`config.mk`:
```
export PLATFORM = sky130hd
export DESIGN_NAME = dbe_controller
export DESIGN_NICKNAME = d
export VERILOG_FILES = /design/src/rtl/dbe_pkg.sv /design/src/rtl/dbe_controller.sv
export SDC_FILE = /design/constraint.sdc
export NUM_CORES = 1
export LEC_CHECK = 0
export ABC_AREA = 1
export BUFFER_PORTS_ARGS = -buffer_cell sky130_fd_sc_hd__buf_4
export CAP_MARGIN = 20
export CELL_PAD_IN_SITES_DETAIL_PLACEMENT = 1
export CELL_PAD_IN_SITES_GLOBAL_PLACEMENT = 2
export CORE_MARGIN = 2
export CORE_UTILIZATION = 27
export CTS_BUF_LIST = sky130_fd_sc_hd__clkbuf_8 sky130_fd_sc_hd__clkbuf_16
export DETAILED_ROUTE_END_ITERATION = 12
export HOLD_SLACK_MARGIN = 0.03
export PLACE_DENSITY = 0.73
export SLEW_MARGIN = 30
export SYNTH_ARGS = -nofsm -noshare
export SYNTH_HDL_FRONTEND = slang
export SYNTH_SLANG_ARGS = --single-unit
export TNS_END_PERCENT = 10
```
`constraint.sdc`:
```
create_clock -name clk -period 2.21 [get_ports clk]
set_clock_uncertainty 0.2 [all_clocks]
set_input_delay 0.442 -clock clk [delete_from_list [all_inputs] [get_ports clk]]
set_output_delay 0.442 -clock clk [all_outputs]
set_load 0.02 [all_outputs]
```
`src/rtl/dbe_pkg.sv`:
```
// Shared types and constants for the detector background estimator.
// Used by the controller, the datapath and the top level; depends on nothing.
`default_nettype none
package dbe_pkg;

	typedef enum logic [1:0] {
		CMD_ADD     = 2'd0,
		CMD_HIT     = 2'd1,
		CMD_COMPUTE = 2'd2,
		CMD_READ    = 2'd3
	} command_t;

	typedef enum logic {
		KIND_TOTAL   = 1'b0,
		KIND_READOUT = 1'b1
	} kind_t;

	typedef enum logic [1:0] {
		MODE_FIRST = 2'd0,
		MODE_LATER = 2'd1,
		MODE_FINAL = 2'd2
	} walk_mode_t;

	localparam int CFG_INDEX_W = 8;
	localparam int CFG_DATA_W  = 24;
	localparam logic [CFG_INDEX_W-1:0] REG_MAX_ITER = 8'd0;
	localparam logic [CFG_INDEX_W-1:0] REG_INV_PIX  = 8'd1;
	localparam logic [7:0]  MAX_ITER_RESET = 8'd10;
	localparam logic [23:0] INV_PIX_RESET  = 24'd21379;

	localparam int IN_TDATA_W  = 56;
	localparam int IN_TUSER_W  = 2;
	localparam int OUT_TDATA_W = 96;
	localparam int OUT_TUSER_W = 1;

	typedef struct packed {
		logic signed [24:0] bg;
		logic [15:0]        hits;
		logic [23:0]        expct;
	} entry_t;

	typedef struct packed {
		logic load;
		logic clear;
		logic update;
		logic rd_mul;
		logic emit_rd;
		logic emit_tot;
		logic walk;
		logic next_pass;
		logic final_start;
		logic div_start;
	} ctrl_t;

	typedef struct packed {
		logic clear_done;
		logic walk_last;
		logic cont;
		logic div_done;
		logic out_free;
		logic side_ok;
	} stat_t;

endpackage
`default_nettype wire

```
`src/rtl/dbe_controller.sv`:
```
// Sequencing state machine of the background estimator.
// Depends on dbe_pkg; drives the datapath only through ctrl_t and reads stat_t.
`default_nettype none
module dbe_controller (
	input  logic             clk,
	input  logic             arst_n,
	input  logic             in_valid,
	input  dbe_pkg::command_t in_command,
	output logic             in_ready,
	input  dbe_pkg::stat_t   stat,
	output dbe_pkg::ctrl_t   ctrl
);
	import dbe_pkg::*;

	typedef enum logic [11:0] {
		S_CLEAR   = 12'b000000000001,
		S_IDLE    = 12'b000000000010,
		S_UPDATE  = 12'b000000000100,
		S_RD_MUL  = 12'b000000001000,
		S_RD_EMIT = 12'b000000010000,
		S_WALK    = 12'b000000100000,
		S_DRAIN   = 12'b000001000000,
		S_DECIDE  = 12'b000010000000,
		S_DIV     = 12'b000100000000,
		S_FINAL   = 12'b001000000000,
		S_FDRAIN  = 12'b010000000000,
		S_EMIT    = 12'b100000000000
	} state_t;

	state_t state_q, state_d;

	always_ff @(posedge clk or negedge arst_n) begin
		if (!arst_n) begin
			state_q <= S_CLEAR;
		end else begin
			state_q <= state_d;
		end
	end

	always_comb begin
		state_d  = state_q;
		ctrl     = '0;
		in_ready = 1'b0;
		unique case (state_q)
			S_CLEAR: begin
				ctrl.clear = 1'b1;
				if (stat.clear_done) state_d = S_IDLE;
			end
			S_IDLE: begin
				in_ready = 1'b1;
				if (in_valid) begin
					ctrl.load = 1'b1;
					unique case (in_command) inside
						CMD_ADD, CMD_HIT: state_d = S_UPDATE;
						CMD_READ:         state_d = S_RD_MUL;
						default:          state_d = S_WALK;
					endcase
				end
			end
			S_UPDATE: begin
				ctrl.update = 1'b1;
				state_d     = S_IDLE;
			end
			S_RD_MUL: begin
				ctrl.rd_mul = 1'b1;
				state_d     = S_RD_EMIT;
			end
			S_RD_EMIT: begin
				if (stat.out_free) begin
					ctrl.emit_rd = 1'b1;
					state_d      = S_IDLE;
				end
			end
			S_WALK: begin
				if (!stat.side_ok) begin
					state_d = S_EMIT;
				end else begin
					ctrl.walk = 1'b1;
					if (stat.walk_last) state_d = S_DRAIN;
				end
			end
			S_DRAIN: state_d = S_DECIDE;
			S_DECIDE: begin
				if (stat.cont) begin
					ctrl.div_start = 1'b1;
					state_d        = S_DIV;
				end else begin
					ctrl.final_start = 1'b1;
					state_d          = S_FINAL;
				end
			end
			S_DIV: begin
				if (stat.div_done) begin
					ctrl.next_pass = 1'b1;
					state_d        = S_WALK;
				end
			end
			S_FINAL: begin
				ctrl.walk = 1'b1;
				if (stat.walk_last) state_d = S_FDRAIN;
			end
			S_FDRAIN: state_d = S_EMIT;
			S_EMIT: begin
				if (stat.out_free) begin
					ctrl.emit_tot = 1'b1;
					state_d       = S_IDLE;
				end
			end
			default: state_d = S_CLEAR;
		endcase
	end

endmodule
`default_nettype wire

```
==> summary.md, run 1 <==
| Metric | Value |
|---|---|
| Outcome | complete, no violations |
| First-pass GRT wire length | 4080 um |
| Max_slew headroom | 83.3% |
| Worst slack, placed | 0.283 ns |
| Accumulated negative setup slack | 0 ns |
| Initial antenna violation count | 0 |
| Kind of path behind the tightest hold check | in2reg |
| Element type at the critical path start | flop |
| CP arrival | 1.48 ns |
| Post-Route Utilization | 37.8% |
| Pin count of the biggest net entering global routing | 13 |
| Gp weighted congestion | 0.807 |
| Starting Density | 27.9% |
| Crit path required time | 1.57 ns |
| Final setup violation count | 0 |
| Count of H-tree levels built during CTS | 1 |
| Type of element capturing the critical path | primary output |
| Buffer count from post-CTS setup fixing | 0 |
| Warnings, synthesis | 0 |
| Rows | 20 |
| Summed area of non-filler cells in the final layout | 0.00114 mm^2 |
| Registers with the most flip-flops | state_q x12 |
| Count of input and output buffers | 21 |
| Number of flip-flops under the largest register name | 12 |
| Post-route setup slack | 0.0883 ns |
| Detailed Route Iter0 Violations | 9 |
| Fin Hold WS | 0.179 ns |
| Via-per-instance ratio | 4.42 |
| Share of synthesized area occupied by flip-flops and latches | 35.7% |
| Count of different cell masters after synthesis | 17 |
| Residual overflow from global routing | 0 |
| Number of nets with antenna violations after routing | 0 |
| Core area | 0.00303 mm^2 |
| Part of the cycle the worst path needs | 96.0% |
| Number of design rule violations left after detail routing | 0 |
| Io pins | 22 |
| Final nets | 166 |
| Register containing the most flip-flops in the final layout | state_q |
| Layout cell share with drive strength beyond 1 | 31.8% |
| Clock Sink Count | 12 |
| Routed WL | 2390 um |
| Inserted Diodes | 0 |
| Total power | 0.943 mW |
| Tmin final | 2.12 ns |
| Critical path start-end classification | reg2out |
| Clock insertion delay at the later pin of the skew report | 0.25 ns |
| Tightest Pin Transition | 0.248 ns |
| Number of clock buffers inserted by TritonCTS | 3 |
| Width of the chip | 60.0 um |
| Root buffer cell | clkbuf_8 |
| Total power per unit cell area | 824 mW/mm^2 |
| Number of instances in the synthesized netlist | 128 |
| Count of fill cells added during filler insertion | 393 |
| Number of max-cap violations | 0 |
| Worst supply voltage drop on vdd | 0.272 mV |
| Final number of max-transition violations | 0 |
| Post-synthesis to final-layout area growth | 35.2% |
| Number of nets in the synthesized netlist | 139 |
| Number of instances in the placed design | 193 |
| Height of the die | 60.0 um |
| Vias post-DR | 875 |
| Drt wl/cell | 12.1 um |
| Achievable frequency | 0.471 GHz |
| Clock-pin slew on the worst setup and hold paths | 0.06 ns |
| Number of synthesized register bits | 12 |
| Number of global-route vias before repair | 910 |
| Unrepaired setup endpoints after global routing | true |
| Post-layout instance count excluding filler cells | 198 |
| Number of buffers on the longest clock path | 2 |
| GR Util All Layers | 15.8% |
| Cell area after placement | 0.00106 mm^2 |
| Die area | 0.00360 mm^2 |
| Hold Vio Cnt, Final | 0 |
| Maximum fanout count along the critical path | 5 |
| Synthesized area divided by synthesized cell count | 6.61 um^2 |
| First-pass iteration count of the detailed router | 3 |
| Netlist area before placement | 846 um^2 |
| Cell leakage power | 0.680 nW |
| Post-detail-place hpwl | 1980 um |
| TritonCTS clock tree | done |
[critical path, stage by stage (launching register included)]
cell and delay [ns]:
dfrtp_1 0.40, nor2_1 0.16, nand2_2 0.11, nor2_4 0.17, nand2_1 0.13, nor2_1 0.11
buf_4 0.15
[logic make-up (layout without fill, tap and decap cells)]
logic type      count (synthesis)  after routing  share of synthesized area [%]
compound gates                  5              5                           3.11
simple gates                   83             83                           48.8
buf+inv                        28             54                           12.4
flops                          12             12                           35.7
[per-layer routing]
metal / up-vias / global-route usage, % / routed length [um]
met4: 0 / 6.67 / 52
met3: 5 / 2.81 / 86
met2: 20 / 26.1 / 1200
met1: 409 / 20.0 / 1050
met5: - / 0 / 0
li1: 441 / - / -
[cell usage in the layout, fill, tap and decap left out, types with 5 or more instances in the layout]
master   synthesis  routed
nand2_2          7       8
nor3_1           6       5
dfrtp_1         11      11
inv_1           28      29
buf_4            0      21
nor2_2           3       6
nand3_1          5       5
nor2_1          21      17
nand2_1         30      28
[layout make-up]
type                       instances  area [um^2]  area share, %
clock buffer                       3         41.3           3.61
clock inverter                     1         3.75          0.328
inverter                          28          105           9.19
multi-input combinational         88          469           41.0
sequential                        12          302           26.4
tap                               44         55.1           4.81
timing repair buffer              22          168           14.7
[what timing repair did]
item,4_1_cts,5_1_grt
hold buffers,1,0
hold endpoints to repair,11,0
resized for setup,0,9
setup endpoints to repair,0,9
[report_power, final]
group | internal (mW) | switching, mW | leakage (nW)
combinational | 0.158 | 0.293 | 0.490
sequential | 0.255 | 0.0264 | 0.162
clock | 0.123 | 0.0884 | 0.0269
total | 0.535 | 0.407 | 0.680
[cell usage after synthesis, drive strengths merged]
master  instances  area share, %
nand2          38             20
inv            28             12
nor2           27             16
dfrtp          11             33
nand3           7            6.2
nor3            6            3.6
nand4           4            3.0
o21ai           4            2.4
dfstp           1            3.1
o22ai           1           0.74
or2             1           0.74
[path summary, 6_finish.rpt]
check | from | end | slack [ns] | depth (start not counted)
max reg2reg | state_q[0] | state_q[4] | 0.51 | 9
min reg2reg | state_q[4] | state_q[4] | 0.32 | 2
min | stat[4] | state_q[9] | 0.18 | 2
max | state_q[6] | ctrl[4] | 0.09 | 6
min in group asynchronous | arst_n | state_q[8] | 0.39 | 2
max in group asynchronous | arst_n | state_q[0] | 1.18 | 2
Note: power is estimated with default switching activity, not from simulation.
==> run 2: changes to the inputs <==
--- a/config.mk
+++ b/config.mk
@@ -10,7 +10,7 @@
 export CAP_MARGIN = 20
 export CELL_PAD_IN_SITES_DETAIL_PLACEMENT = 1
 export CELL_PAD_IN_SITES_GLOBAL_PLACEMENT = 2
-export CORE_MARGIN = 2
+export CORE_MARGIN = 8
 export CORE_UTILIZATION = 27
 export CTS_BUF_LIST = sky130_fd_sc_hd__clkbuf_8 sky130_fd_sc_hd__clkbuf_16
 export DETAILED_ROUTE_END_ITERATION = 12
==> summary.md, run 2 (synthesis results as in run 1) <==
| Metric | Value |
|---|---|
| Outcome | complete, no violations |
| Highest-count cells in the layout ignoring fill and taps | inv_1, nand2_1, buf_4, nor2_1, dfrtp_1 |
| Critical path start-end classification | reg2out |
| Max_slew headroom | 83.0% (-0.31 points) |
| Number of global-route vias before repair | 955 (+4.9%) |
| Final nets | 166 (unchanged) |
| Internal power | 0.574 mW (+7.2%) |
| Routed wl met2 | 1240 um (+3.6%) |
| Post-layout instance count excluding filler cells | 198 (unchanged) |
| Met1 routed wirelength after detailed routing | 1100 um (+4.4%) |
| Met3 WL | 137 um (+59%) |
| First-pass GRT wire length | 4250 um (+4.2%) |
| Clock insertion delay at the later pin of the skew report | 0.25 ns (about the same) |
| Final number of max-transition violations | 0 (unchanged) |
| Origin of the critical flop-to-flop path | state_q[0] |
| CP arrival | 1.51 ns (+0.03 ns) |
| Endpoint of the worst-slack reg-to-reg timing path | state_q[5] |
| Worst hold path depth | 2 (unchanged) |
| Final setup violation count | 0 (unchanged) |
| Maximum fanout count along the critical path | 5 (unchanged) |
| Initial antenna violation count | 0 (unchanged) |
| Post-detail-place hpwl | 2110 um (+6.5%) |
| Tightest Pin Transition | 0.253 ns (+0.00515 ns) |
| TritonCTS clock tree | done |
| Starting Density | 27.9% (unchanged) |
| Kind of path behind the tightest hold check | in2reg |
| Total power per unit cell area | 848 mW/mm^2 (+2.9%) |
| Detailed Route Iter0 Violations | 20 (+11) |
| Number of clock buffers inserted by TritonCTS | 3 (unchanged) |
| Root buffer cell | clkbuf_8 |
| Number of nets with antenna violations after routing | 0 (unchanged) |
| Tmin final | 2.15 ns (+0.0328 ns) |
| Core area | 0.00303 mm^2 (unchanged) |
| Number of max-cap violations | 0 (unchanged) |
| Io pins | 22 (unchanged) |
| Element type at the critical path start | flop |
| Post-Route Utilization | 38.3% (+0.58 points) |
| Most common cell after layout, fill and taps aside | inv_1 |
| Register-to-register path setup slack | 0.51 ns (about the same) |
| Min-Delay Endpoint | state_q[9] |
| Post-route setup slack | 0.0554 ns (-0.0328 ns) |
| Vias post-DR | 853 (-2.5%) |
| Registers with the most flip-flops | state_q x12 |
| Rows | 20 (unchanged) |
| Count of input and output buffers | 21 (unchanged) |
| Sequential group share of total power | 28.6% (-1.2 points) |
| Hold path startpoint | stat[4] |
| Count of H-tree levels built during CTS | 1 (unchanged) |
| Accumulated negative setup slack | 0 ns (unchanged) |
| Number of instances in the placed design | 193 (unchanged) |
| Height of the die | 72.0 um (+20%) |
| Type of element capturing the critical path | primary output |
| Drt wl/cell | 12.8 um (+6.2%) |
| Residual overflow from global routing | 0 (unchanged) |
| Pin count of the biggest net entering global routing | 13 (unchanged) |
| Inserted Diodes | 0 (unchanged) |
| Unrepaired setup endpoints after global routing | true |
| Routed WL | 2540 um (+6.2%) |
| Clock Sink Count | 12 (unchanged) |
| Sw frac | 41.7% (-1.5 points) |
| R2R depth | 9 (unchanged) |
| Clock power frac | 25.6% (+3.2 points) |
| First-pass iteration count of the detailed router | 4 (+1) |
| Relative contribution of combinational cells to total power | 45.9% (-1.9 points) |
| Die area | 0.00518 mm^2 (+44%) |
| Clock-pin slew on the worst setup and hold paths | 0.06 ns (about the same) |
| Worst supply voltage drop on vdd | 0.278 mV (+2.1%) |
| Cell leakage power | 0.682 nW (+0.34%) |
| Gp weighted congestion | 0.826 (+2.3%) |
| Via-per-instance ratio | 4.31 (-2.5%) |
| Layout cell share with drive strength beyond 1 | 34.4% (+2.6 points) |
| Crit path required time | 1.57 ns (about the same) |
| Worst slack, placed | 0.236 ns (-0.0468 ns) |
| Achievable frequency | 0.464 GHz (-1.5%) |
| Hold Vio Cnt, Final | 0 (unchanged) |
| Width of the chip | 72.0 um (+20%) |
| Part of the cycle the worst path needs | 97.5% (+1.5 points) |
| Post-synthesis to final-layout area growth | 37.3% |
| Total net switching power | 0.411 mW (+0.93%) |
| Register containing the most flip-flops in the final layout | state_q |
| Number of buffers on the longest clock path | 2 (unchanged) |
| Highest routing layer actually used | met4 |
| Number of design rule violations left after detail routing | 0 (unchanged) |
| GR Util All Layers | 10.7% (-5.0 points) |
| Number of flip-flops under the largest register name | 12 (unchanged) |
==> run 2: power by group through the flow <==
| stage | clock (mW) | sequential, mW | combinational (mW) |
|---|---|---|---|
| floorplan | 0 | 0.274 | 0.307 |
| global placement | 0 | 0.280 | 0.433 |
| detailed placement | 0 | 0.281 | 0.435 |
| CTS | 0.255 | 0.277 | 0.442 |
| global route | 0.264 | 0.284 | 0.523 |
| finish | 0.252 | 0.281 | 0.452 |
==> run 2: final cells by class <==
cell class / instances / area, um^2
clock buffers: 4 / 55.1
fillers: 396 / 1870
inverters: 28 / 105
multi-input cells: 88 / 477
flip-flops and latches: 12 / 302
well taps: 44 / 55.1
repair buffers: 22 / 168
==> run 2: worst max-delay path by stage <==
stage	from	endpoint	slack, ns	depth (start not counted)
floorplan	state_q[10]	ctrl[0]	0.36	5
global placement	state_q[10]	ctrl[0]	0.32	6
detailed placement	state_q[10]	ctrl[0]	0.24	6
CTS	state_q[10]	ctrl[0]	0.005	6
global route	state_q[3]	ctrl[5]	-0.03	6
finish	state_q[3]	ctrl[5]	0.06	6
==> run 2: critical path: stages (launching register included) <==
cell and delay [ns]:
dfrtp_1 0.40, nor2_2 0.16, nand2_2 0.12, nor2_4 0.21, nand2_2 0.11, nor2_1 0.11, buf_4 0.15
==> run 2: what timing repair did <==
action | 4_1_cts | 5_1_grt
hold endpoints to repair | 11 | 0
buffers inserted | 0 | 0
pin swaps | 0 | 5
hold buffers | 1 | 0
gates resized for setup | 1 | 11
gates cloned | 0 | 0
endpoints found under the setup margin | 2 | 9
==> run 2: per-layer routing <==
metal	up-vias	global-route usage [%]
li1	437	-
met1	391	11.4
met2	19	18.5
met3	6	2.75
met4	0	6.58
met5	-	0
==> run 2: stage by stage <==
| stage | hold WS [ns] | power [mW] | instance area [um^2] |
|---|---|---|---|
| 2_1_floorplan | -0.0536 | 0.581 | 846 |
| 3_3_place_gp | 0.0950 | 0.713 | 1060 |
| 3_5_place_dp | 0.0963 | 0.716 | 1060 |
| 4_1_cts | 0.190 | 0.974 | 1130 |
| 5_1_grt | 0.207 | 1.07 | 1160 |
| 6_report | 0.183 | 0.985 | 1160 |
